**src/design/tccs_pkg.sv**
```systemverilog
// Shared types and constants for the text console cursor and scroll engine.
package tccs_pkg;

  typedef enum logic [2:0] {
    MODE_PUT        = 3'd0,
    MODE_SET_CURSOR = 3'd1,
    MODE_CLEAR      = 3'd2,
    MODE_SET_COLORS = 3'd3,
    MODE_READ       = 3'd4
  } mode_t;

  typedef enum logic [3:0] {
    ST_INIT,
    ST_IDLE,
    ST_ADDR,
    ST_EXEC,
    ST_SC_PRIME,
    ST_SC_COPY,
    ST_SC_FILL,
    ST_CLEAR,
    ST_RESULT
  } state_t;

  localparam logic [7:0] CH_BACKSPACE = 8'd8;
  localparam logic [7:0] CH_TAB       = 8'd9;
  localparam logic [7:0] CH_NEWLINE   = 8'd10;
  localparam logic [7:0] CH_FIRST     = 8'd32;
  localparam logic [7:0] CH_DELETE    = 8'd127;
  localparam logic [7:0] BLANK_CHAR   = 8'h20;
  localparam logic [7:0] DEFAULT_ATTR = 8'h07;

  // Controller to datapath
  typedef struct packed {
    logic load;    // capture input beat
    logic addr;    // compute cell address
    logic exec;    // apply the item's cursor/attribute update and single write
    logic rd_src;  // read port follows the sweep pointer (scroll source)
    logic copy;    // write previous read data at pointer, advance
    logic fill;    // write blank at pointer, advance
    logic emit;    // load the result register
  } cmd_t;

  // Datapath to controller
  typedef struct packed {
    logic need_scroll;
    logic do_clear;
    logic no_copy;
    logic copy_end;
    logic work_end;
    logic cells_end;
    logic out_stall;
  } stat_t;

endpackage

```
**src/design/tccs_ctrl.sv**
```systemverilog
// Sequencer for item handling, scroll sweep and screen clear sweep.
module tccs_ctrl (
  input  logic           clk,
  input  logic           rst,
  input  logic           in_valid,
  output logic           in_ready,
  output tccs_pkg::cmd_t cmd,
  input  tccs_pkg::stat_t stat
);
  import tccs_pkg::*;

  state_t state, state_next;

  always_ff @(posedge clk) begin
    if (rst) begin
      state <= ST_INIT;
    end else begin
      state <= state_next;
    end
  end

  always_comb begin
    state_next = state;
    cmd        = '0;
    in_ready   = 1'b0;
    unique case (state)
      ST_INIT: begin
        cmd.fill = 1'b1;
        if (stat.cells_end) state_next = ST_IDLE;
      end
      ST_IDLE: begin
        in_ready = 1'b1;
        if (in_valid) begin
          cmd.load   = 1'b1;
          state_next = ST_ADDR;
        end
      end
      ST_ADDR: begin
        cmd.addr   = 1'b1;
        state_next = ST_EXEC;
      end
      ST_EXEC: begin
        cmd.exec = 1'b1;
        if (stat.do_clear) begin
          state_next = ST_CLEAR;
        end else if (stat.need_scroll) begin
          state_next = stat.no_copy ? ST_SC_FILL : ST_SC_PRIME;
        end else begin
          state_next = ST_RESULT;
        end
      end
      ST_SC_PRIME: begin
        // first source row read, nothing to write yet
        cmd.rd_src = 1'b1;
        state_next = ST_SC_COPY;
      end
      ST_SC_COPY: begin
        cmd.rd_src = 1'b1;
        cmd.copy   = 1'b1;
        if (stat.copy_end) state_next = ST_SC_FILL;
      end
      ST_SC_FILL: begin
        cmd.fill = 1'b1;
        if (stat.work_end) state_next = ST_RESULT;
      end
      ST_CLEAR: begin
        cmd.fill = 1'b1;
        if (stat.cells_end) state_next = ST_RESULT;
      end
      ST_RESULT: begin
        if (!stat.out_stall) begin
          cmd.emit   = 1'b1;
          state_next = ST_IDLE;
        end
      end
      default: state_next = ST_IDLE;
    endcase
  end

endmodule

```
**config.mk**
```make
export PLATFORM = sky130hd
export DESIGN_NAME = tccs_ctrl
export DESIGN_NICKNAME = d
export VERILOG_FILES = /design/src/design/tccs_pkg.sv /design/src/design/tccs_ctrl.sv
export SDC_FILE = /design/constraint.sdc
export NUM_CORES = 1
export LEC_CHECK = 0
export ABC_AREA = 0
export BUFFER_PORTS_ARGS = -buffer_cell sky130_fd_sc_hd__buf_2
export CORE_AREA = 3 3 40 42
export CTS_CLUSTER_SIZE = 14
export DETAILED_ROUTE_END_ITERATION = 12
export DIE_AREA = 0 0 43 45
export PLACE_DENSITY_LB_ADDON = 0.1
export SETUP_SLACK_MARGIN = 0.1
export SLEW_MARGIN = 25
export SYNTH_ARGS = -nofsm -noshare
export SYNTH_HDL_FRONTEND = slang
export SYNTH_SLANG_ARGS = --single-unit
```
**constraint.sdc**
```tcl
create_clock -name clk -period 2.5 [get_ports clk]
set_input_delay 0.125 -clock clk [delete_from_list [all_inputs] [get_ports clk]]
set_output_delay 0.125 -clock clk [all_outputs]
set_load 0.005 [all_outputs]
```
==> impl_metrics.toml, run 1 <==
[run]
cap_violations = 0

[timing]
final.setup.tns_ps = 0
hold_violations = 0
finalClockSkew_ps = 3.11
period_minus_slack_ps = 1820
worstMarginPinSlew_ps = 479
slew_headroom_pct = 68.0
timing.final.crit_share_pct = 72.6
clock.fmax_mhz = 551
setup_violations = 0
rsz0062_at_grt = "no"
drv_slew = 0

[drt]
vias = 448
viasPerCell = 5.33
wl_per_cell_um = 12.6
ant_nets = 0
drc_errors = 0
drt_first_pass_iters = 4
drtIter0Drc = 6
wl_um = 1060

[cells_and_area]
nFillCells = 144
drive_above_1_share_pct = 34.8
largest_register = "state"
area_growth_pct = 20.9
post-route-util_pct = 38.9
final_nets = 81
largestRegisters = "state (4)"
fin_cells = 84
largest_register_ffs = 4
num_antenna_cells = 0

[synthesis]
synth_top_family_by_area = "simple AND/OR/NAND/NOR gates"
synth_edf_count = 0
synth_top_area_cell = "dfxtp_1"
postSynthAreaPerCell_um2 = 7.79
synth_nets = 63
ys_types = 28
netlist.area_leader.share_pct = 19.4
synth-xor-area-share_pct = 0
synthCells = 53
netlist_area_um2 = 413
ys_seq_area_share_pct = 19.4
async_flop_share_pct = 0
synth_simple_gate_area_share_pct = 33.0
synth_mux_area_share_pct = 4.85
yosysWarnings = 0
netlist_top_cells_count = "5 x a21oi_1, 5 x nand2_1"
ys_top_cells_by_area = "dfxtp_1 19%, a21oi_1 6.1%, buf_6 5.5%"
synth_ff_type = "dfxtp_1"
ys_ff_latch = 4
synth_compound_gate_area_share_pct = 29.4
synth_fa_ha_area_share_pct = 0

[setup_path]
cp-startpoint = "state[3]"
cp_data_required_time_ps = 2610
r2r-start = "state[3]"
cp-start-kind = "flip-flop"
critPathArrivalTime_ps = 1930
path_class = "flip-flop to flip-flop"
path_max_fanout = 13
worstSetupEndpointType = "flip-flop"

[run_status]
status = "completed"

[grt]
grt_start_max_net_pins = 14
grt.total_usage_pct = 12.0
grt_pass1_wl_um = 1770
grt_pass1_vias = 432
gr-total-overflow = 0
antenna_found_initial = 0

[power]
total_power_mw = 0.543
p_leak_nw = 0.241
power_density_mw_per_mm2 = 1090
vdd_drop_max_v = 0.000303

[die]
start_util_pct = 32.1
rows = 13
die-area_mm2 = 0.00194
die_x_um = 43
fp.dieH_um = 45
core_mm2 = 0.00128
design.portCount = 18

[clocking]
cts_tree = "built"
cts_resized = 0
htree_levels = 1
cts_buffers = 3
cts_setup_buffers = 0
clk_path_buf_depth = 2
clk_latency_ps = 230
path_clk_slew_ps = 40
root_buffer = "clkbuf_4"
clock-sinks = 4
hold_buffers = 0

[place]
place_inst = 81
gp_congestion = 0.790
dpl.hpwl_um = 810
io_buffers = 17

[min_path]
hold_class = "input pin to flip-flop"
hp-start = "rst"
## area by class of cell
type                            instances  area [um^2]  share of cell area, %
Multi-Input combinational cell         41          278                   55.6
Inverter                                4         15.0                   3.01
Tap cell                               15         18.8                   3.76
Timing Repair Buffer                   17         85.1                   17.0
Sequential cell                         4         80.1                   16.0
Clock buffer                            3         22.5                   4.51
## worst max-delay path, cell delays in order, from the launching register on
cell	delay, ps
dfxtp_1	610
nor4bb_1	140
o21ba_1	230
or3_4	390
o311a_1	330
## per-layer routing
metal  global-route usage [%]  share of wire [%]
met1                     14.4                 47
met2                     19.8                 47
met3                    0.797                5.2
met4                     9.64                  0
met5                        0                  0
## stage by stage
step	setup WS, ps	area (um^2)	hold WS (ps)
4_1_cts	689	499	121
3_5_place_dp	707	477	363
2_1_floorplan	938	413	197
3_3_place_gp	707	477	363
6_report	685	499	120
5_1_grt	614	499	131
## kinds of logic after synthesis
logic type | count (synthesis)
AOI/OAI and AO/OA | 15
buffers and inverters | 8
muxes | 2
and+or+nand+nor | 24
DFF | 4
## report_power, final
part / switching (mW) / total, mW / internal [mW]
clock: 0.0228 / 0.0763 / 0.0534
combinational: 0.152 / 0.308 / 0.157
sequential: 0.0695 / 0.159 / 0.0891
total: 0.244 / 0.543 / 0.299
## cells in the final DEF (no fill, tap or decap), drive strengths merged
master	count
nand2b	1
inv	4
buf	17
and3	2
o41ai	1
or3	3
o311a	1
nand2	5
nand3	1
o31ai	1
nor4bb	2
nor2	4
a311oi	2
nor3b	1
o21ba	1
a21oi	5
a211oi	1
nor3	4
and2	1
dfxtp	4
mux2i	2
a211o	1
clkbuf	3
o311ai	1
o21ai	1
## final timing paths
path	endpoint	slack, ps	depth (start not counted)
worst min register to register	state[0]	670	2
worst min-delay path	state[0]	120	2
worst max register to register	state[2]	680	4
worst max-delay path	state[2]	680	4
(Power assumes the default switching activity.)
==> inputs of run 2 (changes only) <==
Settings changed: ABC_AREA 0 to 1.
Clock period 2.5 ns to 1.9 ns, I/O delays scaled along.
==> impl_metrics.toml, run 2 <==
[synthesis]
ys_types = 15
synth_ff_type = "dfxtp_1"
synthCells = 79
postSynthAreaPerCell_um2 = 5.48
netlist.area_leader.share_pct = 18.5
synth_nets = 89
async_flop_share_pct = 0
synth_top_area_cell = "dfxtp_1"
netlist_area_um2 = 433
synth_edf_count = 0
ys_ff_latch = 4
ys_seq_area_share_pct = 18.5
yosysWarnings = 0
netlist_top_cells_count = "15 x nand2_1, 15 x nor2_1, 12 x inv_1"
ys_top_cells_by_area = "dfxtp_1 18%, nand2_1 13%, nor2_1 13%"

[power]
vdd_drop_max_v = 0.000737
p_seq_share_pct = 21.3
p_comb_share_pct = 66.9
p_sw_share_pct = 52.4
power_density_mw_per_mm2 = 1650
p_leak_nw = 0.345
power_switching_mw = 0.473
clock_power_share_pct = 11.8
internal-power_mw = 0.430
total_power_mw = 0.903

[cells_and_area]
largest_register = "state"
nFillCells = 154
largest_register_ffs = 4
drive_above_1_share_pct = 37.8
post-route-util_pct = 42.6
final_nets = 110
num_antenna_cells = 0
final_area_um2 = 548
area_growth_pct = 26.6
largestRegisters = "state (4)"
final_common_cell = "buf_2"
final_cell_mix = "17 x buf_2, 15 x nand2_1, 15 x nor2_1"

[setup_path]
cp-start-kind = "flip-flop"
path_buf_inv = 3
path_max_fanout = 8
critical_path.slowest_cell = "dfxtp_1"
critPathArrivalTime_ps = 1240
path_class = "flip-flop to output port"
worstSetupEndpointType = "output port"
slowest_delay_ps = 500
cp_data_required_time_ps = 1800
cpMostUsedCell = "inv_1"
path_cells = "inv_1, nor2_1, nand2_1, inv_1, buf_2"
path_delay_family = "flip-flops"

[die]
rows = 13
fp.dieH_um = 45
start_util_pct = 33.7
die_x_um = 43
design.portCount = 18
core_mm2 = 0.00128
die-area_mm2 = 0.00194

[grt]
grt_start_max_net_pins = 9
grt_pass1_vias = 416
antenna_found_initial = 0
grt.total_usage_pct = 12.2
gr-total-overflow = 0
grt_pass1_wl_um = 1780

[clocking]
clk_path_buf_depth = 2
htree_levels = 1
path_clk_slew_ps = 40
cts_tree = "built"
hold_buffers = 0
root_buffer = "clkbuf_4"
cts_setup_buffers = 0
cts_buffers = 3
cts_resized = 0
clk_latency_ps = 240
clock-sinks = 4

[drt]
drt_first_pass_iters = 3
drtIter0Drc = 13
drc_errors = 0
vias = 485
viasPerCell = 4.29
wl_per_cell_um = 8.88
wl_um = 1000
ant_nets = 0

[timing]
drv_slew = 0
setup_violations = 0
final.setup.tns_ps = 0
finalClockSkew_ps = 3.24
rsz0062_at_grt = "no"
timing.final.crit_share_pct = 70.3
worstMarginPinSlew_ps = 321
slew_headroom_pct = 78.6
hold_violations = 0
clock.fmax_mhz = 748
period_minus_slack_ps = 1340

[place]
io_buffers = 17
dpl.hpwl_um = 816
gp_congestion = 0.787
placed_cell_area_um2 = 526

[run]
cap_violations = 0

[min_path]
hold_class = "input pin to flip-flop"

[run_status]
status = "completed"
## run 2: logic make-up after synthesis
family,share of synthesized area (%)
AO/OA/AOI/OAI,8.96
buffers and inverters,16.5
flip-flops,18.5
AND/OR/NAND/NOR,56.1
## run 2: per-stage QoR
stage                     setup slack, ps  instances  hold slack (ps)
after floorplan                       787         79              221
after global placement                614        110              385
after detailed placement              610        110              385
after CTS                             560        113              133
after global routing                  439        113              158
final                                 564        113              140
## run 2: path summary, 6_finish.rpt
| check | startpoint | end | slack (ps) | cells after the start |
|---|---|---|---|---|
| max | state[1] | cmd[5] | 560 | 5 |
| min | rst | state[2] | 140 | 4 |
| max reg2reg | state[1] | state[0] | 600 | 5 |
| min reg2reg | state[2] | state[2] | 570 | 2 |
## run 2: power groups by stage
| stage | Clock [mW] | Sequential [mW] | Combinational (mW) |
|---|---|---|---|
| finish | 0.106 | 0.192 | 0.604 |
| detailed placement | 0 | 0.193 | 0.607 |
| floorplan | 0 | 0.166 | 0.488 |
| global route | 0.117 | 0.204 | 0.703 |
| global placement | 0 | 0.194 | 0.611 |
| CTS | 0.111 | 0.193 | 0.608 |
## run 2: worst register-to-register path: cells and delay by family, from the launching register on
kind / cells / cell delay [ps]
simple gates: 3 / 320
compound gates: 2 / 380
flops: 1 / 500
## run 2: cell type report
cell class | count | area (um^2) | area share, %
inverters | 16 | 60.1 | 11.0
flip-flops and latches | 4 | 80.1 | 14.6
clock buffers | 3 | 22.5 | 4.11
multi-input cells | 58 | 282 | 51.4
repair buffers | 17 | 85.1 | 15.5
well taps | 15 | 18.8 | 3.42
## run 2: routing by layer
layer  part of all wire, %  vias up  wire [um]  global-route usage, %
met2                    44       14        438                   18.6
met4                     0        0          0                   1.81
met1                    48      194        483                   15.9
met3                   8.2        0         82                   6.37
met5                     0        -          0                      0
li1                      -      277          -                      -
==> inputs of run 3 (changes only) <==
Clock period 1.9 ns to 1.19 ns, I/O delays scaled along.
==> impl_metrics.toml, run 3 (same netlist as run 2, synthesis figures left out) <==
[run_status]
status = "finished with violations"
violations = "negative setup slack"

[timing]
holdWs_ps = 98.8
clock.fmax_mhz = 803
finalClockSkew_ps = 5.07
setup_violations = 8
setup_ws_ps = -55.2
rsz0062_at_grt = "yes"
worstMarginPinSlew_ps = 201
slew_headroom_pct = 86.5
drv_slew = 0
final.setup.tns_ps = -190
period_minus_slack_ps = 1250
timing.final.crit_share_pct = 105
hold_violations = 0

[grt]
grt_pass1_vias = 441
grt_pass1_wl_um = 1790
antenna_found_initial = 0
gr-total-overflow = 0
grt.total_usage_pct = 12.4
grt_start_max_net_pins = 9

[drt]
vias = 550
drtIter0Drc = 21
wl_per_cell_um = 9.49
drt_first_pass_iters = 4
viasPerCell = 4.44
wl_um = 1180
ant_nets = 0
drc_errors = 0

[clocking]
root_buffer = "clkbuf_4"
hold_buffers = 0
clk_path_buf_depth = 2
path_clk_slew_ps = 40
cts_buffers = 3
clk_latency_ps = 230
cts_tree = "built"
htree_levels = 1
clock-sinks = 4

[power]
internal-power_mw = 1.03
power_density_mw_per_mm2 = 2730
p_seq_share_pct = 19.5
clock_power_share_pct = 8.2
power_switching_mw = 0.974
p_comb_share_pct = 72.2
p_sw_share_pct = 48.7
vdd_drop_max_v = 0.00120
p_leak_nw = 0.429

[min_path]
hold_class = "input pin to flip-flop"

[cells_and_area]
drive_above_1_share_pct = 58.7
area_growth_pct = 69.7
final_nets = 121
fin_cells = 124
num_antenna_cells = 0
multiInputGateArea_um2 = 353
largest_register = "state"
regArea_um2 = 95.1
largest_register_ffs = 4
final_cell_mix = "17 x buf_2, 13 x nor2_1, 11 x nand2_1"
nFillCells = 142
final_common_cell = "buf_2"
largestRegisters = "state (4)"

[setup_path]
rrSetupSlack_ps = -60
path_max_fanout = 8
path_class = "flip-flop to flip-flop"
cp_data_required_time_ps = 1300
worstSetupEndpointType = "flip-flop"
cp-start-kind = "flip-flop"
critPathArrivalTime_ps = 1360

[place]
place_inst = 116
io_buffers = 17
dpl.hpwl_um = 861
gp_congestion = 0.758

[die]
fp.dieH_um = 45
core_mm2 = 0.00128
start_util_pct = 33.7
die-area_mm2 = 0.00194
rows = 13
design.portCount = 18
die_x_um = 43

[run]
cap_violations = 0
## run 3: power groups by stage
stage | clock network [mW] | logic, mW | registers [mW]
floorplan | 0 | 0.801 | 0.290
global placement | 0 | 1.10 | 0.330
detailed placement | 0 | 1.09 | 0.328
CTS | 0.174 | 1.23 | 0.365
global route | 0.189 | 1.60 | 0.402
finish | 0.165 | 1.45 | 0.391
## run 3: area by class of cell
class                      instances  share of cell area, %
multi-input combinational         58                   48.0
timing repair buffer              28                   24.9
sequential                         4                   12.9
inverter                          16                   8.52
clock buffer                       3                   3.07
tap                               15                   2.56
## run 3: critical path, stage by stage, from the launching register on
cell	delay, ps
dfxtp_4	360
nor2_4	200
buf_6	140
nand2_4	50
o21ai_4	70
nand2_4	100
a21oi_1	150
nor2_1	50
## run 3: final timing paths
check / depth (start not counted) / endpoint / startpoint
worst min-delay path: 4 / state[0] / rst
worst max-delay path: 7 / state[3] / state[2]
worst max register to register: 7 / state[3] / state[2]
worst min register to register: 2 / state[3] / state[3]
## run 3: metrics by stage
| stage | util (%) | total power [mW] | setup slack (ps) | cell area, um^2 |
|---|---|---|---|---|
| after global placement | 45.4 | 1.43 | -77.4 | 583 |
| after floorplan | - | 1.09 | 104 | 445 |
| after CTS | 51.9 | 1.77 | -14.7 | 667 |
| after global routing | 57.2 | 2.19 | -119 | 734 |
| final | 57.2 | 2.00 | -55.2 | 734 |
| after detailed placement | 45.4 | 1.41 | -67.5 | 583 |
## run 3: per-layer routing
layer  GRT usage (%)  wire, um
met2            20.4       609
met5               0         0
met1            15.9       519
met3            3.59        49
met4            3.61         0
## run 3: what timing repair did
action                     CTS  global route
buffers inserted             4             1
gates resized for setup     12            17
pin swaps                    3             5
setup endpoints to repair   12            12
